[src/rtl/fpesc_pkg.sv]
// Package: shared constants, codes and control types of the frustum cull block.
`default_nettype none
package fpesc_pkg;

    localparam int PLANE_COUNT  = 6;
    localparam int FRAC_BITS    = 16;
    localparam int COEF_W       = 32;
    localparam int PLANE_IDX_W  = $clog2(PLANE_COUNT);
    localparam int SQRT_STEPS   = 32;

    typedef enum logic [1:0] {
        ACT_WRITE  = 2'd0,
        ACT_UPDATE = 2'd1,
        ACT_TEST   = 2'd2,
        ACT_DIRTY  = 2'd3
    } action_t;

    typedef enum logic [4:0] {
        OP_NONE,
        OP_MAT_WR,
        OP_SET_DIRTY,
        OP_BUILD_A,
        OP_BUILD_B,
        OP_SQ_MUL,
        OP_SQ_ACC,
        OP_SQRT_INIT,
        OP_SQRT_STEP,
        OP_DIV_INIT,
        OP_DIV_STEP,
        OP_DIV_END,
        OP_STORE,
        OP_UPD_END,
        OP_TEST_INIT,
        OP_T_MUL,
        OP_T_ACC,
        OP_T_CMP,
        OP_FINISH
    } dp_op_t;

    typedef enum logic [3:0] {
        S_IDLE,
        S_DISPATCH,
        S_BUILD_A,
        S_BUILD_B,
        S_SQ_MUL,
        S_SQ_ACC,
        S_SQRT_INIT,
        S_SQRT,
        S_SQRT_CHK,
        S_DIV_INIT,
        S_DIV,
        S_DIV_END,
        S_STORE,
        S_UPD_END,
        S_T_MUL,
        S_T_ACC
    } ctrl_state_t;

    typedef struct packed {
        logic                   capture;
        dp_op_t                 op;
        logic [PLANE_IDX_W-1:0] plane;
        logic [1:0]             j;
    } dp_cmd_t;

    typedef struct packed {
        action_t action;
        logic    dirty;
        logic    len_zero;
        logic    fail;
    } dp_status_t;

endpackage
`default_nettype wire

[src/rtl/fpesc_ctrl.sv]
// Controller: sequences matrix writes, mark-dirty requests, plane updates and sphere tests.
`default_nettype none
module fpesc_ctrl #(
    parameter int FRAC_BITS = fpesc_pkg::FRAC_BITS
) (
    input  wire logic                  clk,
    input  wire logic                  rst_n,
    input  wire logic                  start,
    output logic                       busy,
    output fpesc_pkg::dp_cmd_t         cmd,
    input  wire fpesc_pkg::dp_status_t status
);
    import fpesc_pkg::*;

    localparam int DIV_W = COEF_W + FRAC_BITS;
    localparam int CNT_W = $clog2(DIV_W);
    localparam logic [CNT_W-1:0] DIV_LAST  = CNT_W'(DIV_W - 1);
    localparam logic [CNT_W-1:0] SQRT_LAST = CNT_W'(SQRT_STEPS - 1);
    localparam logic [PLANE_IDX_W-1:0] PLANE_LAST = PLANE_IDX_W'(PLANE_COUNT - 1);

    ctrl_state_t            state_reg, state_next;
    logic [PLANE_IDX_W-1:0] plane_reg, plane_next;
    logic [1:0]             j_reg, j_next;
    logic [CNT_W-1:0]       cnt_reg, cnt_next;

    always_ff @(posedge clk or negedge rst_n)
    begin
        if (!rst_n)
        begin
            state_reg <= S_IDLE;
            plane_reg <= '0;
            j_reg     <= '0;
            cnt_reg   <= '0;
        end
        else
        begin
            state_reg <= state_next;
            plane_reg <= plane_next;
            j_reg     <= j_next;
            cnt_reg   <= cnt_next;
        end
    end

    always_comb
    begin
        state_next = state_reg;
        plane_next = plane_reg;
        j_next     = j_reg;
        cnt_next   = cnt_reg;
        case (state_reg)
            S_IDLE:
            begin
                if (start)
                begin
                    state_next = S_DISPATCH;
                end
            end
            S_DISPATCH:
            begin
                plane_next = '0;
                j_next     = '0;
                case (status.action)
                    ACT_UPDATE: state_next = status.dirty ? S_BUILD_A : S_IDLE;
                    ACT_TEST:   state_next = S_T_MUL;
                    default:    state_next = S_IDLE;
                endcase
            end
            S_BUILD_A:
            begin
                state_next = S_BUILD_B;
            end
            S_BUILD_B:
            begin
                j_next     = j_reg + 2'd1;
                state_next = (j_reg == 2'd3) ? S_SQ_MUL : S_BUILD_A;
            end
            S_SQ_MUL:
            begin
                state_next = S_SQ_ACC;
            end
            S_SQ_ACC:
            begin
                if (j_reg == 2'd2)
                begin
                    j_next     = '0;
                    state_next = S_SQRT_INIT;
                end
                else
                begin
                    j_next     = j_reg + 2'd1;
                    state_next = S_SQ_MUL;
                end
            end
            S_SQRT_INIT:
            begin
                cnt_next   = '0;
                state_next = S_SQRT;
            end
            S_SQRT:
            begin
                cnt_next = cnt_reg + CNT_W'(1);
                if (cnt_reg == SQRT_LAST)
                begin
                    state_next = S_SQRT_CHK;
                end
            end
            S_SQRT_CHK:
            begin
                j_next     = '0;
                state_next = status.len_zero ? S_STORE : S_DIV_INIT;
            end
            S_DIV_INIT:
            begin
                cnt_next   = '0;
                state_next = S_DIV;
            end
            S_DIV:
            begin
                cnt_next = cnt_reg + CNT_W'(1);
                if (cnt_reg == DIV_LAST)
                begin
                    state_next = S_DIV_END;
                end
            end
            S_DIV_END:
            begin
                j_next     = j_reg + 2'd1;
                state_next = (j_reg == 2'd3) ? S_STORE : S_DIV_INIT;
            end
            S_STORE:
            begin
                j_next = '0;
                if (plane_reg == PLANE_LAST)
                begin
                    state_next = S_UPD_END;
                end
                else
                begin
                    plane_next = plane_reg + PLANE_IDX_W'(1);
                    state_next = S_BUILD_A;
                end
            end
            S_UPD_END:
            begin
                state_next = S_IDLE;
            end
            S_T_MUL:
            begin
                j_next = j_reg + 2'd1;
                if (j_reg == 2'd2)
                begin
                    state_next = S_T_ACC;
                end
            end
            S_T_ACC:
            begin
                j_next = '0;
                if (status.fail || plane_reg == PLANE_LAST)
                begin
                    state_next = S_IDLE;
                end
                else
                begin
                    plane_next = plane_reg + PLANE_IDX_W'(1);
                    state_next = S_T_MUL;
                end
            end
            default:
            begin
                state_next = S_IDLE;
            end
        endcase
    end

    always_comb
    begin
        cmd.capture = 1'b0;
        cmd.op      = OP_NONE;
        cmd.plane   = plane_reg;
        cmd.j       = j_reg;
        busy        = (state_reg != S_IDLE);
        case (state_reg)
            S_IDLE:
            begin
                cmd.capture = start;
            end
            S_DISPATCH:
            begin
                case (status.action)
                    ACT_WRITE:  cmd.op = OP_MAT_WR;
                    ACT_DIRTY:  cmd.op = OP_SET_DIRTY;
                    ACT_TEST:   cmd.op = OP_TEST_INIT;
                    default:    cmd.op = status.dirty ? OP_NONE : OP_FINISH;
                endcase
                if (status.action == ACT_WRITE || status.action == ACT_DIRTY)
                begin
                    cmd.op = (status.action == ACT_WRITE) ? OP_MAT_WR : OP_SET_DIRTY;
                end
            end
            S_BUILD_A:   cmd.op = OP_BUILD_A;
            S_BUILD_B:   cmd.op = OP_BUILD_B;
            S_SQ_MUL:    cmd.op = OP_SQ_MUL;
            S_SQ_ACC:    cmd.op = OP_SQ_ACC;
            S_SQRT_INIT: cmd.op = OP_SQRT_INIT;
            S_SQRT:      cmd.op = OP_SQRT_STEP;
            S_DIV_INIT:  cmd.op = OP_DIV_INIT;
            S_DIV:       cmd.op = OP_DIV_STEP;
            S_DIV_END:   cmd.op = OP_DIV_END;
            S_STORE:     cmd.op = OP_STORE;
            S_UPD_END:   cmd.op = OP_UPD_END;
            S_T_MUL:     cmd.op = OP_T_MUL;
            S_T_ACC:     cmd.op = OP_T_CMP;
            default:     cmd.op = OP_NONE;
        endcase
    end

endmodule
`default_nettype wire

[config.mk]
export PLATFORM = sky130hd
export DESIGN_NAME = fpesc_ctrl
export DESIGN_NICKNAME = d
export VERILOG_FILES = /design/src/rtl/fpesc_pkg.sv /design/src/rtl/fpesc_ctrl.sv
export SDC_FILE = /design/constraint.sdc
export NUM_CORES = 1
export LEC_CHECK = 0
export BUFFER_PORTS_ARGS = -buffer_cell sky130_fd_sc_hd__clkbuf_2
export CAP_MARGIN = 20
export CORE_MARGIN = 4
export CORE_UTILIZATION = 32
export DETAILED_ROUTE_END_ITERATION = 10
export GPL_ROUTABILITY_DRIVEN = 0
export PLACE_DENSITY = 0.59
export SLEW_MARGIN = 20
export SYNTH_ARGS = -nofsm -noshare
export SYNTH_HDL_FRONTEND = slang
export SYNTH_SLANG_ARGS = --single-unit
[constraint.sdc]
create_clock -name clk -period 1.3 [get_ports clk]
set_input_delay 0.13 -clock clk [delete_from_list [all_inputs] [get_ports clk]]
set_output_delay 0.13 -clock clk [all_outputs]
set_load 0.1 [all_outputs]
Word-level counts from Yosys, hierarchy flattened

Index checks and enable logic that the tools add are counted.

Bits in registers: 15
Bits of input ports: 8
Output and inout port bits: 12
Logic and storage cells: 75

Add/subtract/negate cells: 3
Equality and inequality tests: 29
Multiplexer cells: 25
Reduce and logical (&&, ||, !) cells: 14

Operators by type and width:

| operator                                                         | count |
|---|---|
| 5-bit one-hot mux with 14 select lines                           | 1 |
| 4-bit one-hot mux with 16 select lines                           | 1 |
| 4-bit == test (second input constant)                            | 8 |
| 4-bit 2-to-1 mux                                                 | 6 |
| 4-bit by 3-bit == test with 1-bit output (second input constant) | 4 |
| 3-bit 2-to-1 mux                                                 | 5 |
| 5-bit one-hot mux with 3 select lines                            | 1 |
| 2-bit inequality test (second input constant)                    | 6 |
| 6-bit one-hot mux with 2 select lines                            | 1 |
| 5-bit 2-to-1 mux                                                 | 2 |
| 3-bit one-hot mux with 3 select lines                            | 1 |
| 2-bit == test (second input constant)                            | 4 |
| 4-bit by 2-bit == test with 1-bit output (second input constant) | 2 |
| 2-bit 2-to-1 mux                                                 | 4 |
| 4-bit one-hot mux with 2 select lines                            | 1 |
| 6-bit by 1-bit adder with 6-bit output (second input constant)   | 1 |
| 6-bit by 5-bit == test with 1-bit output (second input constant) | 1 |
| 6-bit == test (second input constant)                            | 1 |
| 2-bit one-hot mux with 3 select lines                            | 1 |
| 3-bit nonzero test                                               | 2 |
| 4-bit by 1-bit == test with 1-bit output (second input constant) | 1 |
| 4-bit zero test                                                  | 1 |
| 4-bit AND reduction                                              | 1 |
| 4-bit nonzero test                                               | 1 |
| 12 further kinds                                                 | 14 |

Depth between registers and ports, before layout

Depth after elaboration: 4
Depth in mapped cells: 7
Gate-level depth less buffers: 7

Least setup slack after synthesis

No wires, ideal clock.

Kind: reg2out
Start: reg state_reg[1]
End: out cmd[8] (netlist name)
Arrival time: 3.314 ns
Data required time: 1.170 ns
Path slack: -2.144 ns
Stages on the path, launching flop included: 6
Buffers on the path: 2
Path through: dfrtp_1 -> buf_2 -> buf_2 -> and2_1 -> a21o_1 -> a222oi_1

RTL lines:

| element                  | RTL line         | source |
|---|---|---|
| start: declaration       | fpesc_ctrl.sv:21 | `ctrl_state_t state_reg, state_next;` |
| start signal: assignment | fpesc_ctrl.sv:37 | `state_reg <= state_next;` |
| end: declaration         | fpesc_ctrl.sv:10 | `output fpesc_pkg::dp_cmd_t cmd,` |

==> impl_metrics.yaml <==
synth:
  syn_inst: 208
  synthFlopType: "dfrtp_1"
  synth_cell_types: 51
  synthesis.nets: 229
  async_flop_share_pct: 100
  synth.avg_cell_area_um2: 7.62
  synth_warnings: 0
  synth-seq-cells: 15
  synth_edf_count: 0
  synth_seq_area_share_pct: 23.7
  syn-cell-area_mm2: 0.00158
sta:
  fin_skew_ns: 0.00194
  rsz0062_at_grt: "yes"
  hold_viol: 0
  slew_viol_final: 0
  fin_ws_ns: -0.551
  fmax_ghz: 0.540
  maxSlewHeadroom_pct: 67.9
  worst_pin_slew_ns: 0.482
  post-route-min-period_ns: 1.85
  fin_crit_sh_pct: 142
  tns_ns: -8.79
  setup_viol: 22
global_route:
  grt_usage_pct: 20.5
  antenna_found_initial: 0
  grt_pass1_vias: 2024
  grt_start_max_net_pins: 16
  grt_pass1_wl_um: 9990
  gr-total-overflow: 0
finish:
  antennaDiodeCount: 0
  largest_reg_flops: 6
  nNetsFinal: 346
  drive_gt1_share_pct: 63.0
  n_fill_cell: 335
  area_delta_synth_final_pct: 108
routing:
  drtIter0Drc: 158
  routed_wl_um: 6950
  post_drt_wl_per_cell_um: 17.8
  via_per_inst: 5.57
  antenna_left: 0
  firstDrtPassIters: 4
  drc: 0
  vias: 2177
worst_setup_path:
  required_ns: 1.17
  critPathLaunchType: "register"
  r2r-start: "state_reg[0]"
  crit_slowest_cell: "dfrtp_2"
  crit_chain: "buf_12 -> and2_4 -> a21o_1 -> a222oi_1 -> buf_4 -> buf_12"
  crit_fanout: 6
  cp_common_cell: "buf_12"
  reg2reg_slack_ns: -0.54
  slowest_delay_ns: 0.43
  critical_path_arrival_ns: 1.72
  end_kind: "output pin"
  reg2reg_to: "state_reg[2]"
  worst_r2r_path_depth: 7
  crit_type: "register to output pin"
clocking:
  clock_sinks: 15
  cts_root_buf: "clkbuf_8"
  clock_latency_ns: 0.27
  clk_pin_slew_worst_paths_ns: 0.08
  cts_tree: "done"
  numCtsBuffers: 3
  htreeDepth: 1
  clockBufferDepth: 2
floorplan:
  die_w_um: 78.4
  ios: 20
  fp.dieH_um: 78.4
  core.rowCount: 25
  core_area_mm2: 0.00475
  start_util_pct: 33.3
  die_area_mm2: 0.00614
outcome:
  violations: "setup timing"
  status: "complete, but fails checks"
placed_design:
  port_buffers: 19
  hpwl_um: 3870
worst_hold_path:
  hold_class: "input pin to asynchronous set/reset pin"
job:
  maxCapViolations: 0
[cell usage after synthesis, types with 2 or more instances]
cell type   n  area (um^2)
a222oi_1    2         20.0
nor3_1      2         10.0
a211oi_1    3         22.5
nand2b_1    4         25.0
o21ai_0    15         75.1
clkbuf_1    3         11.3
and3_1      2         12.5
a32o_1      2         20.0
nand4_1     2         12.5
ha_1       13          163
and2_1      2         12.5
and3b_1     2         17.5
o31ai_1     2         15.0
inv_1       8         30.0
inv_2       2         7.51
o32ai_1     4         35.0
a21o_1      4         30.0
buf_2      11         55.1
nor3b_1     4         30.0
a31oi_1     4         25.0
a21oi_1    13         65.1
nor2b_1     6         37.5
o21ai_1     7         35.0
nand3_1     8         40.0
nor2_1     16         60.1
o211ai_1    5         37.5
a41oi_1     2         17.5
dfrtp_1    15          375
nand2_1    23         86.3
[how the worst max path moves through the flow]
| stage | from | end | slack [ns] |
|---|---|---|---|
| after floorplan | state_reg[1] | cmd[8] | -2.03 |
| after global placement | state_reg[0] | cmd[8] | -0.37 |
| after detailed placement | state_reg[0] | cmd[8] | -0.36 |
| after CTS | state_reg[1] | cmd[8] | -0.57 |
| after global routing | state_reg[1] | cmd[8] | -0.62 |
| final | state_reg[1] | cmd[8] | -0.55 |
[layout make-up]
| class | count | area, um^2 | share of cell area, % |
|---|---|---|---|
| repair buffers | 128 | 1260 | 38.2 |
| inverters | 11 | 46.3 | 1.40 |
| flip-flops and latches | 15 | 395 | 12.0 |
| clock buffers | 4 | 45.0 | 1.37 |
| multi-input cells | 166 | 1470 | 44.5 |
| well taps | 67 | 83.8 | 2.54 |
[critical path: cells and delay by family (launching register included)]
family | cells | cell delay [ns]
buffers and inverters | 3 | 0.48
DFF | 1 | 0.43
AOI/OAI and AO/OA | 2 | 0.39
and+or+nand+nor | 1 | 0.15
[layout by cell type (no fill, tap or decap), types with 3 or more instances in the layout]
cell type and count:
a21o_1 4, a21oi_1 7, a21oi_2 6, a31oi_1 3
buf_12 14, buf_4 77, buf_6 27, clkbuf_2 7
clkbuf_8 3, dfrtp_1 7, dfrtp_2 4, dfrtp_4 4
ha_1 9, ha_4 3, inv_1 4, inv_2 4
nand2_1 14, nand2_2 4, nand2_4 4, nand3_1 7
nor2_1 12, nor2_4 3, nor2b_1 3, nor2b_4 3
o211ai_1 5, o21ai_0 5, o21ai_1 7, o21ai_2 6
o21ai_4 4, o32ai_2 4
[per-layer routing]
layer / part of all wire [%] / global-route usage, % / up-vias
met5: 0 / 0 / -
met2: 51 / 36.0 / 102
met1: 39 / 24.7 / 1047
met4: 4.6 / 9.44 / 0
li1: - / - / 996
met3: 5.1 / 2.87 / 32
[cell families (layout without fill, tap and decap cells)]
group	Yosys count	in the layout	synth area share (%)
AO/OA/AOI/OAI	74	74	32.0
XOR/XNOR	1	1	0.553
adder cells (fa/ha/maj)	13	13	10.3
buffers and inverters	27	143	7.98
flip-flops	15	15	23.7
multiplexers	1	1	0.632
AND/OR/NAND/NOR	77	77	24.9
[timing repair]
item | 4_1_cts | 5_1_grt
pin swaps | 23 | 35
gates resized for setup | 48 | 50
endpoints found under the hold margin | 15 | 0
cloned | 1 | 1
setup buffers | 21 | 19
hold buffers | 1 | 0
setup endpoints to repair | 22 | 22
[stage by stage]
step	worst slack (ns)	hold slack [ns]	cell area, um^2	cells	util, %
after floorplan	-2.03	-0.166	1760	208	-
after global placement	-0.367	0.0960	2570	350	54.0
after detailed placement	-0.364	0.0974	2570	350	54.0
after CTS	-0.572	0.300	3000	377	63.0
after global routing	-0.618	0.366	3300	391	69.3
final	-0.551	0.348	3300	391	69.3
Power is left out: the tool's default activity adds up to more than one toggle a clock period on the data nets, which glitch-free logic cannot reach.
